`src/design/ufr_pkg.sv`:
```
// Shared types and constants for the UART frame receiver.
package ufr_pkg;

   localparam int unsigned CsrIndexBits = 3;

   typedef enum logic [CsrIndexBits-1:0] {
      CSR_SYNC_FIRST  = 3'd0,
      CSR_SYNC_SECOND = 3'd1,
      CSR_ADDR_FIRST  = 3'd2,
      CSR_ADDR_SECOND = 3'd3,
      CSR_END_CODE    = 3'd4
   } csr_index_type;

   localparam logic [7:0] SyncFirstReset  = 8'hF7;
   localparam logic [7:0] SyncSecondReset = 8'hF8;
   localparam logic [7:0] AddrFirstReset  = 8'h01;
   localparam logic [7:0] AddrSecondReset = 8'h02;
   localparam logic [7:0] EndCodeReset    = 8'hFD;

   // Frame layout positions
   localparam int unsigned PosSyncFirst  = 0;
   localparam int unsigned PosSyncSecond = 1;
   localparam int unsigned PosLength     = 2;
   localparam int unsigned PosAddrFirst  = 3;
   localparam int unsigned PosAddrSecond = 4;
   localparam int unsigned EndOffset     = 3;

   typedef enum logic [1:0] {
      EMIT_IDLE,
      EMIT_LOAD,
      EMIT_SHOW
   } emit_state_type;

endpackage

```
`src/design/uart_frame_receiver.sv`:
```
// Top level: UART byte deframer with sync, address, end-code and checksum checks.
// Receive: one byte per cycle when no readout runs; checks resolve in the cycle the byte is taken.
// A good frame of L+4 bytes then passes the load state (store read latency) and gives
// L+4 result beats, one per cycle when not stalled; input is stalled meanwhile.
// Reset (synchronous, active high) clears the index and loads register defaults; store is not cleared.
module uart_frame_receiver #(
   parameter int unsigned BUFFER_BYTES = 32
) (
   input  logic       clock,
   input  logic       reset,
   input  logic       req_valid,
   output logic       req_stall,
   input  logic [7:0] req_rx_byte,
   output logic       rsp_valid,
   input  logic       rsp_stall,
   output logic [7:0] rsp_frame_byte,
   output logic [4:0] rsp_byte_pos,
   output logic       rsp_frame_last,
   input  logic       csr_write_en,
   input  logic [ufr_pkg::CsrIndexBits-1:0] csr_index,
   input  logic [7:0] csr_wdata
);

   localparam int unsigned AW = $clog2(BUFFER_BYTES);
   localparam int unsigned PW = $clog2(BUFFER_BYTES + 1);
   localparam logic [PW-1:0] WrapPos = PW'(BUFFER_BYTES);
   localparam logic [AW-1:0] PosSync1 = AW'(ufr_pkg::PosSyncFirst);
   localparam logic [AW-1:0] PosSync2 = AW'(ufr_pkg::PosSyncSecond);
   localparam logic [AW-1:0] PosLen   = AW'(ufr_pkg::PosLength);
   localparam logic [AW-1:0] PosAddr1 = AW'(ufr_pkg::PosAddrFirst);
   localparam logic [AW-1:0] PosAddr2 = AW'(ufr_pkg::PosAddrSecond);

   logic [7:0] sync_first_ff, sync_second_ff, addr_first_ff, addr_second_ff, end_code_ff;

   logic [PW-1:0] wpos_ff, wpos_in;
   logic [7:0]    len_ff, len_in;
   logic [7:0]    sum_ff, sum_in;
   logic [7:0]    prev_ff, prev_in;
   logic          addr_ok_ff, addr_ok_in;

   logic          fire;
   logic [AW-1:0] pos;
   logic [8:0]    end_pos;
   logic          at_end;
   logic          start;
   logic          busy;

   assign fire      = req_valid & ~req_stall;
   assign req_stall = busy;
   assign pos       = (wpos_ff >= WrapPos) ? '0 : wpos_ff[AW-1:0];
   assign end_pos   = {1'b0, len_ff} + 9'(ufr_pkg::EndOffset);
   assign at_end    = (9'(pos) == end_pos);

   always_ff @(posedge clock) begin
      if (reset) begin
         sync_first_ff  <= ufr_pkg::SyncFirstReset;
         sync_second_ff <= ufr_pkg::SyncSecondReset;
         addr_first_ff  <= ufr_pkg::AddrFirstReset;
         addr_second_ff <= ufr_pkg::AddrSecondReset;
         end_code_ff    <= ufr_pkg::EndCodeReset;
      end else if (csr_write_en) begin
         case (csr_index)
            ufr_pkg::CSR_SYNC_FIRST:  sync_first_ff  <= csr_wdata;
            ufr_pkg::CSR_SYNC_SECOND: sync_second_ff <= csr_wdata;
            ufr_pkg::CSR_ADDR_FIRST:  addr_first_ff  <= csr_wdata;
            ufr_pkg::CSR_ADDR_SECOND: addr_second_ff <= csr_wdata;
            ufr_pkg::CSR_END_CODE:    end_code_ff    <= csr_wdata;
            default: ;
         endcase
      end
   end

   always_ff @(posedge clock) begin
      if (reset) begin
         wpos_ff <= '0;
      end else begin
         wpos_ff <= wpos_in;
      end
      len_ff     <= len_in;
      sum_ff     <= sum_in;
      prev_ff    <= prev_in;
      addr_ok_ff <= addr_ok_in;
   end

   // sum_ff holds bytes 2..pos-2, prev_ff holds byte pos-1.
   always_comb begin
      wpos_in    = wpos_ff;
      len_in     = len_ff;
      sum_in     = sum_ff;
      prev_in    = prev_ff;
      addr_ok_in = addr_ok_ff;
      start      = 1'b0;
      if (fire) begin
         if (pos == PosLen) begin
            len_in  = req_rx_byte;
            sum_in  = '0;
            prev_in = req_rx_byte;
         end else if (pos > PosLen) begin
            sum_in  = sum_ff + prev_ff;
            prev_in = req_rx_byte;
         end
         if (pos == PosAddr1) addr_ok_in = (req_rx_byte == addr_first_ff);

         if (pos == PosSync1) begin
            wpos_in = (req_rx_byte == sync_first_ff) ? PW'(1) : '0;
         end else if (pos == PosSync2) begin
            wpos_in = (req_rx_byte == sync_second_ff) ? PW'(2) : '0;
         end else if (pos == PosAddr2) begin
            wpos_in = (addr_ok_ff && req_rx_byte == addr_second_ff) ? PW'(5) : '0;
         end else if (at_end) begin
            start   = (req_rx_byte == end_code_ff) && (sum_ff == prev_ff);
            wpos_in = '0;
         end else begin
            wpos_in = PW'(pos) + 1'b1;
         end
      end
   end

   ufr_frame_buffer #(
      .DEPTH     (BUFFER_BYTES),
      .ADDR_BITS (AW)
   ) u_buffer (
      .clock          (clock),
      .reset          (reset),
      .wr_en          (fire),
      .wr_addr        (pos),
      .wr_data        (req_rx_byte),
      .start          (start),
      .last_addr      (pos),
      .busy           (busy),
      .rsp_valid      (rsp_valid),
      .rsp_stall      (rsp_stall),
      .rsp_frame_byte (rsp_frame_byte),
      .rsp_byte_pos   (rsp_byte_pos),
      .rsp_frame_last (rsp_frame_last)
   );

endmodule

```
`src/design/ufr_frame_buffer.sv`:
```
// Frame byte store with sequential readout of an accepted frame.
module ufr_frame_buffer #(
   parameter int unsigned DEPTH = 32,
   parameter int unsigned ADDR_BITS = 5
) (
   input  logic                 clock,
   input  logic                 reset,
   input  logic                 wr_en,
   input  logic [ADDR_BITS-1:0] wr_addr,
   input  logic [7:0]           wr_data,
   input  logic                 start,
   input  logic [ADDR_BITS-1:0] last_addr,
   output logic                 busy,
   output logic                 rsp_valid,
   input  logic                 rsp_stall,
   output logic [7:0]           rsp_frame_byte,
   output logic [4:0]           rsp_byte_pos,
   output logic                 rsp_frame_last
);

   logic [7:0]           store_ff [DEPTH];
   logic [7:0]           rd_data_ff;
   logic [ADDR_BITS-1:0] rd_addr;

   ufr_pkg::emit_state_type state_ff, state_in;
   logic [ADDR_BITS-1:0] show_pos_ff, show_pos_in;
   logic [ADDR_BITS-1:0] last_addr_ff, last_addr_in;
   logic                 is_last;
   logic                 fire;
   logic [ADDR_BITS+4:0] pos_ext;

   assign is_last = (show_pos_ff == last_addr_ff);
   assign fire    = rsp_valid & ~rsp_stall;

   always_ff @(posedge clock) begin
      if (wr_en) begin
         store_ff[wr_addr] <= wr_data;
      end
      rd_data_ff <= store_ff[rd_addr];
   end

   always_ff @(posedge clock) begin
      if (reset) begin
         state_ff <= ufr_pkg::EMIT_IDLE;
      end else begin
         state_ff <= state_in;
      end
      show_pos_ff  <= show_pos_in;
      last_addr_ff <= last_addr_in;
   end

   always_comb begin
      state_in = state_ff;
      case (state_ff)
         ufr_pkg::EMIT_IDLE: begin
            if (start) state_in = ufr_pkg::EMIT_LOAD;
         end
         ufr_pkg::EMIT_LOAD: begin
            state_in = ufr_pkg::EMIT_SHOW;
         end
         ufr_pkg::EMIT_SHOW: begin
            if (!rsp_stall && is_last) state_in = ufr_pkg::EMIT_IDLE;
         end
         default: begin
            state_in = ufr_pkg::EMIT_IDLE;
         end
      endcase
   end

   // Read address runs one ahead on each taken beat; a stall rereads the same entry.
   always_comb begin
      busy         = 1'b1;
      rsp_valid    = 1'b0;
      rd_addr      = '0;
      show_pos_in  = show_pos_ff;
      last_addr_in = last_addr_ff;
      case (state_ff)
         ufr_pkg::EMIT_IDLE: begin
            busy = 1'b0;
            if (start) last_addr_in = last_addr;
         end
         ufr_pkg::EMIT_LOAD: begin
            rd_addr     = '0;
            show_pos_in = '0;
         end
         ufr_pkg::EMIT_SHOW: begin
            rsp_valid = 1'b1;
            if (fire && !is_last) begin
               rd_addr     = show_pos_ff + 1'b1;
               show_pos_in = show_pos_ff + 1'b1;
            end else begin
               rd_addr = show_pos_ff;
            end
         end
         default: begin
            busy = 1'b0;
         end
      endcase
   end

   assign pos_ext        = {5'd0, show_pos_ff};
   assign rsp_frame_byte = rd_data_ff;
   assign rsp_byte_pos   = pos_ext[4:0];
   assign rsp_frame_last = is_last;

endmodule
```
`config.mk`:
```
export PLATFORM = sky130hd
export DESIGN_NAME = uart_frame_receiver
export DESIGN_NICKNAME = d
export VERILOG_FILES = /design/src/design/ufr_pkg.sv /design/src/design/uart_frame_receiver.sv /design/src/design/ufr_frame_buffer.sv
export SDC_FILE = /design/constraint.sdc
export NUM_CORES = 1
export LEC_CHECK = 0
export BUFFER_PORTS_ARGS = -buffer_cell sky130_fd_sc_hd__buf_2
export CAP_MARGIN = 20
export CORE_MARGIN = 3
export CORE_UTILIZATION = 50
export DETAILED_ROUTE_END_ITERATION = 6
export GPL_TIMING_DRIVEN = 0
export PLACE_DENSITY_LB_ADDON = 0.3
export SYNTH_ARGS = -nofsm -noshare
export SYNTH_HDL_FRONTEND = slang
export SYNTH_SLANG_ARGS = --single-unit
```
`constraint.sdc`:
```
create_clock -name clock -period 2.7 [get_ports clock]
set_input_delay 0.54 -clock clock [delete_from_list [all_inputs] [get_ports clock]]
set_output_delay 0.54 -clock clock [all_outputs]
set_load 0.01 [all_outputs]
```
# ---- After elaboration in Yosys (flattened, before gate mapping)
# Memory sizes are Yosys's and may differ from the RTL's. A register that Yosys moved wholly into a read port is not among the register bits.
# Index checks and enable logic that the tools add are counted.
dict set report op_classes {
  add_sub_neg 4
  order_cmp 2
  eq_ne 20
  muxes 26
  bitwise 4
  n_reduce_logical 22
}
# op count
set op_table {}
lappend op_table {{$eq A8 B8 Y1} 6}
lappend op_table {{$mux W6} 4}
lappend op_table {{$mux W8} 3}
lappend op_table {{$reduce_and A2 Y1} 10}
lappend op_table {{$mux W5} 3}
lappend op_table {{$eq A5 B2 Y1 const B} 2}
lappend op_table {{$mux W1} 10}
lappend op_table {{$pmux W5 S2} 1}
lappend op_table {{$add A8 B2 Y9 const B} 1}
lappend op_table {{$eq A5 B9 Y1} 1}
lappend op_table {{$add A8 B8 Y8} 1}
lappend op_table {{$add A5 B1 Y6 const B} 1}
lappend op_table {{$eq A3 B2 Y1 const B} 2}
lappend op_table {{$ge A6 B6 Y1 const B} 1}
lappend op_table {{$mux W2} 3}
lappend op_table {{$pmux W2 S3} 1}
lappend op_table {{$add A5 B1 Y5 const B} 1}
lappend op_table {{$eq A5 B1 Y1 const B} 1}
lappend op_table {{$eq A5 B3 Y1 const B} 1}
lappend op_table {{$eq A5 B5 Y1} 1}
lappend op_table {{$gt A5 B2 Y1 const B} 1}
lappend op_table {{$logic_not A5 Y1} 1}
lappend op_table {{$logic_and A1 B1 Y1} 4}
lappend op_table {{$reduce_bool A2 Y1} 2}
lappend op_table {{other kinds (13)} 16}
dict set report word_totals {
  register_bits 83
  ram_bits 256
  inputBits 24
  output_inout_bits 16
  word_cells 92
  memories 1
}
# memory depth width read_ports rd_ports_with_merged_regs wr line
set memory_table {}
lappend memory_table {u_buffer.store_ff 32 8 1 1 1 ufr_frame_buffer.sv:21} ;# logic [7:0] store_ff [DEPTH];

# ---- Depth between registers and ports, before layout
dict set report logic_depth {
  ltp_word 10
  depth_mapped 13
  ltp_nobuf 11
}

# ---- By module
# A second synthesis with hierarchy kept.
dict set report unflattened {
  cells_unflattened 1075
  area_unflattened_um2 14820.5
}
# module n_inst cells_each area_each_um2 seq_area_each_um2
set modules_own_cells {}
lappend modules_own_cells {ufr_frame_buffer 1 669 11091.9 8187.9}
lappend modules_own_cells {uart_frame_receiver 1 406 3728.6 1671.6}

# ---- Worst setup path after synthesis
# Ideal clock, no wire load.
dict set report synth_timing {
  path_kind {flip-flop to flip-flop}
  startpoint {reg u_buffer.show_pos_ff[1], in the netlist u_buffer.rsp_byte_pos[1]}
  endpoint {reg u_buffer.rd_data_ff[3], in the netlist u_buffer.rsp_frame_byte[3], read port of u_buffer.store_ff}
  setup_time_ps 120
  arrival_ps 2724
  required_time_ps 2580
  path_slack_ps -143
  stages_incl_launch_ff 12
  path_buffers 3
  period_less_slack_ps 2843
  cell_sequence {edfxtp_1 -> buf_2 -> xor2_1 -> or4_4 -> buf_6 -> o21ai_4 -> mux2i_1 -> clkbuf_1 -> a32oi_1 -> nand4_1 -> o31ai_1 -> a211o_1}
}
dict set report synth_between {
  elab_chain_cells 5
  elab_cells_between_ends 6
  classes_between {add/sub (1); eq/ne (1); mux (2); reduce/logical (2)}
}
# item line
set synth_lines {}
lappend synth_lines {{from (decl)} ufr_frame_buffer.sv:26} ;# logic [ADDR_BITS-1:0] show_pos_ff, show_pos_in;
lappend synth_lines {{from (signal assigned)} ufr_frame_buffer.sv:48} ;# show_pos_ff <= show_pos_in;
lappend synth_lines {{branches (longest 3 deep; another with $add A5 B1 Y5)} --}
lappend synth_lines {{$mux W5 *} ufr_frame_buffer.sv:88} ;# if (fire && !is_last) begin
lappend synth_lines {{$mux W5 *} ufr_frame_buffer.sv:77} ;# case (state_ff)
lappend synth_lines {{to (decl)} ufr_frame_buffer.sv:22} ;# logic [7:0] rd_data_ff;
# Mark *: on every way between the ends.
# A chain may end at the register's enable or synchronous reset.

# ---- Worst setup path after layout
dict set report layout_timing {
  startpoint {reg u_buffer.show_pos_ff[1], in the netlist u_buffer.rsp_byte_pos[1]}
  endpoint {reg u_buffer.rd_data_ff[1], in the netlist u_buffer.rsp_frame_byte[1], read port of u_buffer.store_ff}
}
# The elaborated chain is that of the path after synthesis.

==> impl_metrics.py <==
metrics = {
    "outcome": {
        "run_status": "complete, but fails checks",
        "violations": "negative setup slack",
    },
    "power": {
        "p_leak_nw": 6.24,
        "total_power_mw": 11.9,
        "vdd_drop_max_mv": 0.409,
        "p_per_area_mw_per_mm2": 669,
    },
    "route": {
        "drtAntennaViolNets": 0,
        "via_count": 10107,
        "drt_wl_total_um": 38600,
        "routedWlPerCell_um": 22.7,
        "drt-initial-drc-count": 1075,
        "viasPerCell": 5.93,
        "drc_errors": 0,
        "first_pass_iters": 5,
    },
    "sta": {
        "hold_viol": 0,
        "fin_ws_ns": -0.352,
        "fin_worst_skew_ns": 0.0130,
        "min_period_ns": 3.05,
        "slew_headroom_pct": 44.3,
        "worstMarginPinSlew_ns": 0.835,
        "period_share_pct": 113,
        "clock.fmax_mhz": 328,
        "finalMaxSlewViolations": 0,
        "final-setup-viol-count": 8,
        "rsz0062_at_grt": "yes",
    },
    "global_routing": {
        "grt_util_met2_pct": 40.0,
        "grtUsageTotal_pct": 24.3,
        "grt_max_degree": 36,
        "gr-usage-met3_pct": 3.38,
        "grt_pass1_vias": 9904,
        "met1_usage_pct": 32.7,
        "busiest_layer": "met2",
        "grt_overflow": 0,
        "grt_first_pass_wirelength_um": 58000,
        "antenna_found_initial": 0,
    },
    "cts": {
        "clk_path_buf_depth": 3,
        "htreeDepth": 2,
        "cts_inserted_buffers": 37,
        "clk_latency_ns": 0.52,
        "hold_buffers": 0,
        "clkTransAtPathRegs_ns": 0.06,
        "root_buffer": "clkbuf_16",
        "clock_sinks": 347,
        "cts_tree": "done",
    },
    "die": {
        "dieArea_mm2": 0.0317,
        "rows": 62,
        "die_w_um": 178,
        "die_h_um": 178,
        "start_util_pct": 51.2,
        "core_area_mm2": 0.0289,
        "top_level_ports": 40,
    },
    "synth": {
        "synth-main-ff-cell": "edfxtp_1",
        "synth_edf_count": 291,
        "ys_seq_area_share_pct": 66.6,
        "netlist_area_mm2": 0.0148,
        "synthesis.nets": 1232,
        "synth_seq_cells": 347,
        "ys_types": 62,
        "synthArstFlopShare_pct": 0,
        "post_synth_inst_count": 1191,
        "syn_area_per_cell_um2": 12.4,
        "yosys_warnings": 0,
    },
    "setup_path": {
        "worst-path-max-fanout": 10,
        "cp.required_ns": 3.15,
        "ff2ff_path_depth": 11,
        "worstReg2RegStart": "u_buffer.rsp_byte_pos[1]",
        "worstSetupPathType": "reg2reg",
        "startpoint_type": "register",
        "rrSetupSlack_ns": -0.35,
        "crit_arrival_ns": 3.50,
        "crit_path_end_kind": "register",
        "r2r-end": "u_buffer.rsp_frame_byte[1]",
    },
    "placed_design": {
        "hpwl_um": 24600,
        "place_inst": 1616,
        "port_buffers": 39,
        "gp_congestion": 0.867,
    },
    "final_layout": {
        "utilization_pct": 61.4,
        "n_antenna_cell": 0,
        "syn_to_final_growth_pct": 20.0,
        "nFillCells": 2149,
        "layout-drive-gt1-share_pct": 20.5,
        "largest_reg_flops": 256,
        "finalNonFillerCells": 1703,
        "finalNetCount": 1332,
        "largest_register": "u_buffer.store_ff",
    },
    "job": {
        "drv_cap": 0,
    },
    "worst_hold_path": {
        "min_path_cells": 3,
        "hold_end": "addr_first_ff[3]",
        "hp-start": "csr_wdata[3]",
        "hold_path.class": "in2reg",
    },
}
[per-stage QoR]
step                hold WS [ns]  setup WS, ns  TNS (ns)  instance area (um2)
floorplan                  0.448       -0.0313   -0.0917                14800
global placement           0.455        -0.745    -23.95                15500
detailed placement         0.459        -0.763    -26.73                15500
CTS                        0.295        -0.278     -4.05                17500
global route               0.316        -0.384     -2.68                17800
finish                     0.317        -0.352     -2.32                17800
[report_power, final]
| part | switching [mW] | total (mW) | leakage (nW) | internal [mW] |
|---|---|---|---|---|
| logic | 0.365 | 0.545 | 2.52 | 0.180 |
| registers | 0.0249 | 5.89 | 3.09 | 5.86 |
| clock network | 2.09 | 5.45 | 0.632 | 3.36 |
[worst max-delay path: stages, from the launching register on]
cell and delay (ns):
edfxtp_1 0.42, buf_6 0.15, xor2_2 0.18, or4_4 0.51, o21ai_4 0.20, buf_12 0.15, mux2_4 0.37, buf_8 0.17
a32oi_1 0.22, nand4_1 0.24, o31ai_4 0.16, a211o_1 0.21
[synth_stat cells, types with 2 or more instances]
master | n | area (um2)
nor4_1 | 12 | 75.1
edfxtp_1 | 291 | 8740
a32oi_1 | 11 | 96.3
mux2i_1 | 29 | 290
or2_2 | 3 | 18.8
nand3_1 | 41 | 205
buf_2 | 20 | 100
clkbuf_1 | 34 | 128
inv_1 | 18 | 67.6
a31oi_1 | 7 | 43.8
and3_1 | 24 | 150
and2_1 | 9 | 56.3
o31ai_1 | 6 | 45.0
nand2b_1 | 7 | 43.8
a22oi_1 | 2 | 15.0
a211oi_1 | 16 | 120
o21ai_0 | 8 | 40.0
ha_1 | 16 | 200
o2111ai_1 | 3 | 26.3
o22ai_1 | 5 | 31.3
o21bai_1 | 2 | 15.0
nor2_1 | 67 | 251
xnor2_1 | 29 | 254
mux2_2 | 3 | 33.8
a211o_1 | 12 | 105
a311oi_1 | 2 | 17.5
a21oi_1 | 38 | 190
buf_4 | 6 | 45.0
a2111oi_0 | 3 | 26.3
dfxtp_1 | 56 | 1120
buf_6 | 6 | 67.6
a32o_1 | 19 | 190
xor2_1 | 35 | 307
nand2_1 | 246 | 923
nand3b_1 | 29 | 218
nor3_1 | 20 | 100
clkinv_1 | 2 | 7.51
nand4_1 | 22 | 138
nor2b_1 | 9 | 56.3
[layer usage]
metal	share of wire, %	vias to the layer above	wire length (um)
met4	4.1	0	1590
met3	7.1	111	2730
met2	48	465	18700
met1	40	4967	15600
met5	0	-	0
li1	-	4564	-
[cell families after synthesis]
| logic type | count (synthesis) | share of synthesized area [%] |
|---|---|---|
| buf+inv | 88 | 2.87 |
| compound gates | 146 | 7.47 |
| fa+ha+maj | 17 | 1.49 |
| flops | 347 | 66.6 |
| simple gates | 496 | 15.5 |
| xor+xnor | 64 | 3.79 |
| mux | 33 | 2.29 |
[area by class of cell]
| type | instances | area, um2 | share of cell area [%] |
|---|---|---|---|
| well taps | 384 | 480 | 2.70 |
| inverters | 22 | 90.1 | 0.507 |
| flip-flops and latches | 347 | 9860 | 55.5 |
| repair buffers | 63 | 402 | 2.26 |
| multi-input cells | 756 | 5170 | 29.1 |
| clock buffers | 42 | 965 | 5.43 |
| clock inverters | 25 | 357 | 2.01 |
| plain buffers | 64 | 448 | 2.52 |
[placed cells by master, fill, tap and decap left out, types with 25 or more instances in the layout]
cell type / instances
mux2i_1: 25
clkbuf_1: 26
dfxtp_1: 55
xor2_1: 30
a21oi_1: 38
nor2_1: 36
edfxtp_1: 291
clkbuf_16: 37
nand3_1: 41
nand3b_1: 29
buf_2: 45
xnor2_1: 29
nor2_4: 26
buf_4: 28
nand2_1: 241
[how the worst max path moves through the flow]
stage | from | endpoint | cells after the start
2_1_floorplan | u_buffer.rsp_byte_pos[4] | u_buffer.rsp_frame_byte[3] | 10
3_3_place_gp | u_buffer.rsp_byte_pos[4] | u_buffer.rsp_frame_byte[4] | 10
3_5_place_dp | u_buffer.rsp_byte_pos[4] | u_buffer.rsp_frame_byte[4] | 10
4_1_cts | u_buffer.rsp_byte_pos[4] | u_buffer.rsp_frame_byte[1] | 9
5_1_grt | u_buffer.rsp_byte_pos[4] | u_buffer.rsp_frame_byte[1] | 10
6_report | u_buffer.rsp_byte_pos[1] | u_buffer.rsp_frame_byte[1] | 11
[timing repair]
| item | 4_1_cts | 5_1_grt |
|---|---|---|
| pin swaps | 21 | 12 |
| resized for setup | 120 | 56 |
| buffers inserted | 21 | 2 |
| setup endpoints to repair | 244 | 296 |
No activity file was read; power rests on OpenSTA's default activity.
